==> src/hrked_pkg.sv <==
// Package for the HID report key event diff block.
// Holds report ids, usage pages, modifier usage base and the sequencer load struct.
// No dependencies.
package hrked_pkg;

    // report ids
    localparam logic [7:0] REPORT_KEYBOARD = 8'd1;
    localparam logic [7:0] REPORT_CONSUMER = 8'd2;

    // minimum report length for keyboard and consumer reports
    localparam logic [7:0] MIN_REPORT_LEN = 8'd3;

    // usage pages
    localparam logic [7:0] PAGE_KEYBOARD = 8'h07;
    localparam logic [7:0] PAGE_CONSUMER = 8'h0C;

    // first modifier usage (left control), one per modifier bit
    localparam logic [15:0] MOD_USAGE_FIRST = 16'd224;
    localparam int MOD_BITS = 8;

    // key slots that a boot keyboard report can carry
    localparam int MAX_SLOTS = 6;

    // key code and usage widths
    localparam int KEY_W   = 8;
    localparam int USAGE_W = 16;
    localparam int COUNT_W = 3;

    // load request from the diff stage to the event sequencer
    typedef struct packed {
        logic       load;
        logic [7:0] page;
    } seq_load_t;

endpackage

==> src/hid_report_key_event_diff.sv <==
// HID report to key event converter, top level.
// Each accepted report is latched into the event sequencer's pending mask, and each event word
// then passes through its output register; one event word per cycle while m_tready is high.
// A report holds the input until all its events have left the pending mask, set by the one-word event sequencer.
// Reset: clears held keys, count, modifiers and consumer usage, and empties the output.
// Depends on hrked_pkg, hrked_lane and hrked_seq.
module hid_report_key_event_diff #(
    parameter int KEY_SLOTS = 6
) (
    input  logic        aclk,
    input  logic        aresetn,
    input  logic        s_tvalid,
    output logic        s_tready,
    input  logic [71:0] s_tdata,  // report_length, byte_one, byte_two, key_slot_0..key_slot_5
    input  logic [7:0]  s_tuser,  // rpt_id
    output logic        m_tvalid,
    input  logic        m_tready,
    output logic [31:0] m_tdata,  // usage_page[7:0], usage_code[23:8], pressed[24]
    output logic        m_tlast   // last_event
);

    localparam int USED = (KEY_SLOTS < hrked_pkg::MAX_SLOTS) ? KEY_SLOTS : hrked_pkg::MAX_SLOTS;
    localparam int NC   = 2 * USED + hrked_pkg::MOD_BITS;
    localparam int KW   = hrked_pkg::KEY_W;
    localparam int UW   = hrked_pkg::USAGE_W;
    localparam int CW   = hrked_pkg::COUNT_W;

    logic [7:0]  rpt_id, report_length, byte_one, byte_two;
    logic [UW-1:0] usage;
    logic [USED-1:0][KW-1:0] new_keys;

    logic [USED-1:0][KW-1:0] held_keys_reg, held_keys_next;
    logic [CW-1:0]           held_count_reg, held_count_next;
    logic [7:0]              held_mod_reg, held_mod_next;
    logic [UW-1:0]           held_cons_reg, held_cons_next;

    logic [7:0]    len_m3;
    logic [CW-1:0] slot_cnt;
    logic [USED-1:0] new_mask, held_mask, press_hit, rel_hit;
    logic is_kb, is_cons, accept, seq_idle;

    logic [NC-1:0]           cand_valid, cand_press;
    logic [NC-1:0][UW-1:0]   cand_code;
    hrked_pkg::seq_load_t    ld;

    // unpack the input word
    assign rpt_id        = s_tuser;
    assign report_length = s_tdata[7:0];
    assign byte_one      = s_tdata[15:8];
    assign byte_two      = s_tdata[23:16];
    assign usage         = {byte_two, byte_one};

    for (genvar g = 0; g < USED; g++) begin : g_keys
        assign new_keys[g] = s_tdata[24 + KW * g +: KW];
    end

    assign is_kb   = (rpt_id == hrked_pkg::REPORT_KEYBOARD) &&
                     (report_length >= hrked_pkg::MIN_REPORT_LEN);
    assign is_cons = (rpt_id == hrked_pkg::REPORT_CONSUMER) &&
                     (report_length >= hrked_pkg::MIN_REPORT_LEN);

    assign s_tready = seq_idle;
    assign accept   = s_tvalid && s_tready;

    // used slot count: min(length - 3, slots)
    assign len_m3   = report_length - hrked_pkg::MIN_REPORT_LEN;
    assign slot_cnt = (len_m3 >= 8'(USED)) ? CW'(USED) : len_m3[CW-1:0];

    always_comb begin
        for (int i = 0; i < USED; i++) begin
            new_mask[i]  = CW'(i) < slot_cnt;
            held_mask[i] = CW'(i) < held_count_reg;
        end
    end

    // one lane per new key and one per held key
    for (genvar g = 0; g < USED; g++) begin : g_lane
        hrked_lane #(.N(USED)) u_press (
            .key  (new_keys[g]),
            .list (held_keys_reg),
            .mask (held_mask),
            .hit  (press_hit[g])
        );
        hrked_lane #(.N(USED)) u_release (
            .key  (held_keys_reg[g]),
            .list (new_keys),
            .mask (new_mask),
            .hit  (rel_hit[g])
        );
    end

    // merge lane results into the ordered candidate list
    always_comb begin
        cand_valid = '0;
        cand_code  = '0;
        cand_press = '0;
        ld.load    = accept;
        ld.page    = hrked_pkg::PAGE_KEYBOARD;
        if (is_kb) begin
            for (int i = 0; i < USED; i++) begin
                cand_valid[i] = new_mask[i] && (new_keys[i] != '0) && !press_hit[i];
                cand_code[i]  = UW'(new_keys[i]);
                cand_press[i] = 1'b1;
                cand_valid[USED + i] = held_mask[i] && (held_keys_reg[i] != '0) && !rel_hit[i];
                cand_code[USED + i]  = UW'(held_keys_reg[i]);
                cand_press[USED + i] = 1'b0;
            end
            for (int b = 0; b < hrked_pkg::MOD_BITS; b++) begin
                cand_valid[2 * USED + b] = byte_one[b] ^ held_mod_reg[b];
                cand_code[2 * USED + b]  = hrked_pkg::MOD_USAGE_FIRST + UW'(b);
                cand_press[2 * USED + b] = byte_one[b];
            end
        end else if (is_cons) begin
            ld.page       = hrked_pkg::PAGE_CONSUMER;
            cand_valid[0] = (usage != held_cons_reg) && (held_cons_reg != '0);
            cand_code[0]  = held_cons_reg;
            cand_press[0] = 1'b0;
            cand_valid[1] = (usage != held_cons_reg) && (usage != '0);
            cand_code[1]  = usage;
            cand_press[1] = 1'b1;
        end
    end

    // store the report as the new held state
    always_comb begin
        held_keys_next  = held_keys_reg;
        held_count_next = held_count_reg;
        held_mod_next   = held_mod_reg;
        held_cons_next  = held_cons_reg;
        if (accept && is_kb) begin
            for (int i = 0; i < USED; i++) begin
                held_keys_next[i] = new_mask[i] ? new_keys[i] : '0;
            end
            held_count_next = slot_cnt;
            held_mod_next   = byte_one;
        end
        if (accept && is_cons) begin
            held_cons_next = usage;
        end
    end

    always_ff @(posedge aclk) begin
        if (!aresetn) begin
            held_keys_reg  <= '0;
            held_count_reg <= '0;
            held_mod_reg   <= '0;
            held_cons_reg  <= '0;
        end else begin
            held_keys_reg  <= held_keys_next;
            held_count_reg <= held_count_next;
            held_mod_reg   <= held_mod_next;
            held_cons_reg  <= held_cons_next;
        end
    end

    // send the events one word at a time
    hrked_seq #(.NC(NC)) u_seq (
        .aclk       (aclk),
        .aresetn    (aresetn),
        .ld         (ld),
        .cand_valid (cand_valid),
        .cand_code  (cand_code),
        .cand_press (cand_press),
        .idle       (seq_idle),
        .m_tvalid   (m_tvalid),
        .m_tready   (m_tready),
        .m_tdata    (m_tdata),
        .m_tlast    (m_tlast)
    );

endmodule

==> src/hrked_lane.sv <==
// One compare lane: looks for a key code in a masked list of key codes.
// Depends on hrked_pkg for the key width.
module hrked_lane #(
    parameter int N = 6
) (
    input  logic [hrked_pkg::KEY_W-1:0]        key,
    input  logic [N-1:0][hrked_pkg::KEY_W-1:0] list,
    input  logic [N-1:0]                       mask,
    output logic                               hit
);

    logic [N-1:0] match;

    // compare against every enabled entry
    always_comb begin
        for (int i = 0; i < N; i++) begin
            match[i] = mask[i] && (list[i] == key);
        end
    end

    assign hit = |match;

endmodule

==> src/hrked_seq.sv <==
// Event sequencer: holds the candidate events of one report and sends the
// set ones in order, one word per cycle while m_tready is high, through an output register.
// Depends on hrked_pkg for the load struct and widths.
module hrked_seq #(
    parameter int NC = 20
) (
    input  logic                                  aclk,
    input  logic                                  aresetn,
    input  hrked_pkg::seq_load_t                  ld,
    input  logic [NC-1:0]                         cand_valid,
    input  logic [NC-1:0][hrked_pkg::USAGE_W-1:0] cand_code,
    input  logic [NC-1:0]                         cand_press,
    output logic                                  idle,
    output logic                                  m_tvalid,
    input  logic                                  m_tready,
    output logic [31:0]                           m_tdata,  // page[7:0], code[23:8], pressed[24]
    output logic                                  m_tlast
);

    localparam int SW = (NC > 1) ? $clog2(NC) : 1;

    logic [NC-1:0]                         pend_reg, pend_next;
    logic [NC-1:0][hrked_pkg::USAGE_W-1:0] code_reg;
    logic [NC-1:0]                         press_reg;
    logic [7:0]                            page_reg;
    logic                                  m_valid_reg, m_valid_next;
    logic [7:0]                            m_page_reg;
    logic [hrked_pkg::USAGE_W-1:0]         m_code_reg;
    logic                                  m_press_reg;
    logic                                  m_last_reg;

    logic [SW-1:0] sel;
    logic [NC-1:0] rest;
    logic          any;
    logic          emit;
    logic          last;

    // pick the lowest pending event
    always_comb begin
        sel = '0;
        for (int i = NC - 1; i >= 0; i--) begin
            if (pend_reg[i]) begin
                sel = SW'(i);
            end
        end
    end

    assign any  = |pend_reg;
    assign rest = pend_reg & ~(NC'(1) << sel);
    assign last = (rest == '0);
    assign emit = any && (!m_valid_reg || m_tready);
    assign idle = !any;

    // advance the pending mask and the output valid
    always_comb begin
        pend_next = pend_reg;
        if (ld.load) begin
            pend_next = cand_valid;
        end else if (emit) begin
            pend_next = rest;
        end
        m_valid_next = m_valid_reg;
        if (emit) begin
            m_valid_next = 1'b1;
        end else if (m_tready) begin
            m_valid_next = 1'b0;
        end
    end

    // control state
    always_ff @(posedge aclk) begin
        if (!aresetn) begin
            pend_reg    <= '0;
            m_valid_reg <= 1'b0;
        end else begin
            pend_reg    <= pend_next;
            m_valid_reg <= m_valid_next;
        end
    end

    // hold the candidates and the output word
    always_ff @(posedge aclk) begin
        if (ld.load) begin
            code_reg  <= cand_code;
            press_reg <= cand_press;
            page_reg  <= ld.page;
        end
        if (emit) begin
            m_page_reg  <= page_reg;
            m_code_reg  <= code_reg[sel];
            m_press_reg <= press_reg[sel];
            m_last_reg  <= last;
        end
    end

    assign m_tvalid = m_valid_reg;
    assign m_tdata  = {7'd0, m_press_reg, m_code_reg, m_page_reg};
    assign m_tlast  = m_last_reg;

    // a new report is only loaded once no event of the previous one is still pending
    assert property (@(posedge aclk) disable iff (!aresetn)
        ld.load |-> (pend_reg == '0))
        else $error("report loaded while events still pending");

    // each sent word removes exactly one pending event
    assert property (@(posedge aclk) disable iff (!aresetn)
        (emit && !ld.load) |=> ($countones(pend_reg) == $countones($past(pend_reg)) - 1))
        else $error("pending mask did not drop one event");

    // the word marked last leaves nothing pending
    assert property (@(posedge aclk) disable iff (!aresetn)
        (emit && last) |=> (pend_reg == '0) && m_tlast)
        else $error("last word sent with events still pending");

endmodule
==> config.mk <==
export PLATFORM = sky130hd
export DESIGN_NAME = hid_report_key_event_diff
export DESIGN_NICKNAME = d
export VERILOG_FILES = /design/src/hrked_pkg.sv /design/src/hid_report_key_event_diff.sv /design/src/hrked_lane.sv /design/src/hrked_seq.sv
export SDC_FILE = /design/constraint.sdc
export NUM_CORES = 1
export LEC_CHECK = 0
export BUFFER_PORTS_ARGS = -buffer_cell sky130_fd_sc_hd__buf_2
export CORE_AREA = 2 2 234 236
export DETAILED_ROUTE_END_ITERATION = 10
export DIE_AREA = 0 0 236 238
export GPL_TIMING_DRIVEN = 0
export PLACE_DENSITY = 0.74
export SLEW_MARGIN = 15
export SYNTH_ARGS = -nofsm -noshare
export SYNTH_HDL_FRONTEND = slang
export SYNTH_HIERARCHICAL = 1
export SYNTH_SLANG_ARGS = --single-unit
export TNS_END_PERCENT = 20
==> constraint.sdc <==
create_clock -name aclk -period 16.4 [get_ports aclk]
set_clock_uncertainty 0.2 [all_clocks]
set_input_delay 3.28 -clock aclk [delete_from_list [all_inputs] [get_ports aclk]]
set_output_delay 3.28 -clock aclk [all_outputs]
set_load 0.02 [all_outputs]
==> summary.md <==
| Metric | Value |
|---|---|
| Synth Area per Inst | `11.5 um^2` |
| Maximum vdd drop | `0.0000673 V` |
| Sink Count | `470` |
| Vias in the first global route | `21400` |
| Number of port buffers | `102` |
| Post-synth EDFFs | `374` |
| FP Rows | `85` |
| Power per standard cell area | `85.8 nW/um^2` |
| Met3 Resource Use GR | `0.0804` |
| FFs w/ async S/R, synth | `0` |
| Initial core utilization | `0.518` |
| Gr ovfl total | `0` |
| Area Growth Syn to Fin | `14.1%` |
| Routed WL | `95400 um` |
| Hold worst-path end | `u_seq/m_page_reg[7]` |
| CTS tree | `done` |
| FF-to-FF path depth | `12` |
| Setup CP Type | `primary input to flip-flop` |
| Cells after synthesis | `2410` |
| Most frequent CP cell | `nand2_1` |
| CTS Hold Bufs | `0` |
| Hold path startpoint | `u_seq/page_reg[7]` |
| Largest register FFs | `320` |
| Clock root cell | `clkbuf_16` |
| Max_cap viols | `0` |
| Final core occ | `0.591` |
| Inst Count DP | `3403` |
| First-pass GRT wire length | `139000 um` |
| Final critical-path required period | `7.59 ns` |
| Die area | `56200 um^2` |
| Num ports | `119` |
| Met1 Use GR | `0.441` |
| Critical Path Source Type | `primary input` |
| Share of cells above drive strength 1 | `0.141` |
| Hold Path Class | `flip-flop to flip-flop` |
| Crit end category | `flip-flop` |
| Slew headroom | `0.222` |
| Worst-path clk slew | `0.06 ns` |
| Die Ht | `238 um` |
| Synthesized area | `27700 um^2` |
| Initial antenna violation count | `5` |
| Worst r2r dst | `held_keys_reg[34]` |
| Yosys reg bits | `470` |
| Post-cts repair resize count | `0` |
| Post-synthesis sequential area ratio | `0.475` |
| Delay-heaviest family, CP | `simple AND/OR/NAND/NOR gates` |
| Final setup viols | `0` |
| Fin nets | `2844` |
| Worst-margin pin slew | `1.14 ns` |
| Finished Layout Cells | `3495` |
| Max Clock Freq | `0.132 GHz` |
| Internal reg-to-reg setup slack | `11.64 ns` |
| DRT Pass-1 Iters | `6` |
| Area fraction of the dominant cell type after synthesis | `0.405` |
| CP Cell Sequence | `buf_2, ha_1, or4b_1, o31ai_1, o2111a_1, buf_4, inv_2, nor2_1, nand2_1, nand4_1, o41ai_1, or4_1, a2111oi_1, nand2_1, o21ai_0, and2_1` |
| CP peak stage delay | `0.90 ns` |
| Dominant cell type by area after synthesis | `edfxtp_1` |
| CTS buffer count | `49` |
| Cell depth of the worst setup path | `16` |
| Global placement routability congestion | `1.01` |
| Hold Fails Final Rpt | `0` |
| Worst hold stages | `0` |
| DRC | `0` |
| Worst EP required | `16.74 ns` |
| CP Max Fanout | `10` |
| Leak | `13.0 nW` |
| Reg-to-reg startpoint | `u_seq/pend_reg[0]` |
| Yosys cell types | `84` |
| Crit path buf inv count | `3` |
| Ys flop type | `edfxtp_1` |
| Main area contributors after synthesis | `edfxtp_1, xor2_1, dfxtp_1, buf_6, nor4_1` |
| Slew Viols, Final | `0` |
| Iter 0 DRT Violations | `2945` |
| Clock insertion delay at the later pin of the skew report | `0.60 ns` |
| DRT antenna net count | `0` |
| YS warnings | `6` |
| Outcome | `complete, no violations` |
| GRT busiest layer | `met2` |
| RSZ-0062 raised after global routing | `no` |
| Core area | `53500 um^2` |
| Die Wd | `236 um` |
| Vias per inst | `6.31` |
| Wire per inst | `27.3 um` |
| H-tree depth | `2` |
| WHS | `0.218 ns` |
| Max clock buf depth | `3` |
| GR Util met2 | `0.504` |
| Post-CTS setup buffers | `0` |
| Largest net degree at the start of global routing | `65` |
| Via count | `22000` |
| Data arrival, critical path | `7.93 ns` |
| GRT Total Usage | `0.334` |
| HPWL Detailed | `63700 um` |
| Slowest cell on crit path | `a2111oi_1` |
| Crit share post-route | `0.463` |
[through the flow]
| step | total power, mW | setup TNS [ns] | setup WS, ns | area [um^2] |
|---|---|---|---|---|
| global route | 2.78 | 0 | 8.76 | 31600 |
| global placement | 1.60 | -25.93 | -2.42 | 29800 |
| floorplan | 1.52 | 0 | 1.69 | 28400 |
| CTS | 2.72 | 0 | 8.93 | 31600 |
| detailed placement | 1.60 | 0 | 8.31 | 30000 |
| finish | 2.71 | 0 | 8.81 | 31600 |
[cells in the mapped netlist (26+ instances only)]
library cell,instances
xor2_1,521
edfxtp_1,374
nor4_1,137
nand2_1,125
and2_1,117
buf_6,98
dfxtp_1,96
xnor2_1,81
a22o_1,74
nand3_1,70
clkbuf_1,56
nor3_1,46
a21oi_1,45
mux2i_1,44
o21ai_0,37
nor2b_1,29
o211ai_1,29
nand4_1,28
buf_4,26
nor2_1,26
[cell families (layout without fill, tap and decap cells)]
group	Yosys count	in the layout	synth area share
simple gates	666	666	0.139
compound gates	367	367	0.103
flops	470	470	0.475
mux	78	78	0.0297
other cells	3	191	0.000406
fa+ha+maj	2	2	0.000903
xor+xnor	602	602	0.190
buf+inv	222	423	0.0617
[where the power goes]
group / switching, mW / internal, mW
clock: 0.474 / 0.659
sequential: 0.0141 / 1.33
combinational: 0.156 / 0.0799
[metal layers]
layer	routed length, um	share of wire
met3	12000	0.13
met2	40900	0.43
met4	6310	0.066
met5	37	0.00039
met1	36100	0.38
[cell type report]
| class | count | area, um^2 |
|---|---|---|
| antenna | 1 | 2.50 |
| buffer | 207 | 1650 |
| clock buffer | 61 | 1290 |
| clock inverter | 30 | 345 |
| fill | 4359 | 21900 |
| inverter | 15 | 56.3 |
| multi-input combinational | 1905 | 13600 |
| sequential | 470 | 13200 |
| tap | 696 | 871 |
| timing repair buffer | 110 | 691 |
[worst max-delay path by stage]
stage / start / to
floorplan: s_tvalid / u_seq/pend_reg[10]
global placement: s_tvalid / u_seq/pend_reg[4]
detailed placement: s_tdata[0] / u_seq/pend_reg[7]
CTS: s_tdata[0] / u_seq/pend_reg[7]
global route: s_tdata[0] / u_seq/pend_reg[8]
finish: s_tdata[0] / u_seq/pend_reg[7]
[cells in the final DEF, fill, tap and decap left out, types with 19 or more instances in the layout]
cell | Yosys | final
edfxtp_1 | 374 | 374
nand2_1 | 125 | 125
clkbuf_1 | 56 | 65
xor2_1 | 521 | 521
a21oi_1 | 45 | 45
xnor2_1 | 81 | 81
o21ai_0 | 37 | 37
buf_4 | 26 | 26
nand4_1 | 28 | 28
dfxtp_1 | 96 | 96
clkbuf_16 | 0 | 49
nor2b_1 | 29 | 29
a22o_1 | 74 | 74
nor2_1 | 26 | 25
o41ai_1 | 24 | 24
mux2i_1 | 44 | 44
o2111ai_1 | 19 | 19
nor3_1 | 46 | 46
and2_1 | 117 | 116
nand3_1 | 70 | 70
o211ai_1 | 29 | 29
nor4_1 | 137 | 137
mux2_2 | 19 | 19
buf_2 | 21 | 123
buf_6 | 98 | 98
conb_1 | 3 | 190
(Power assumes the default switching activity.)
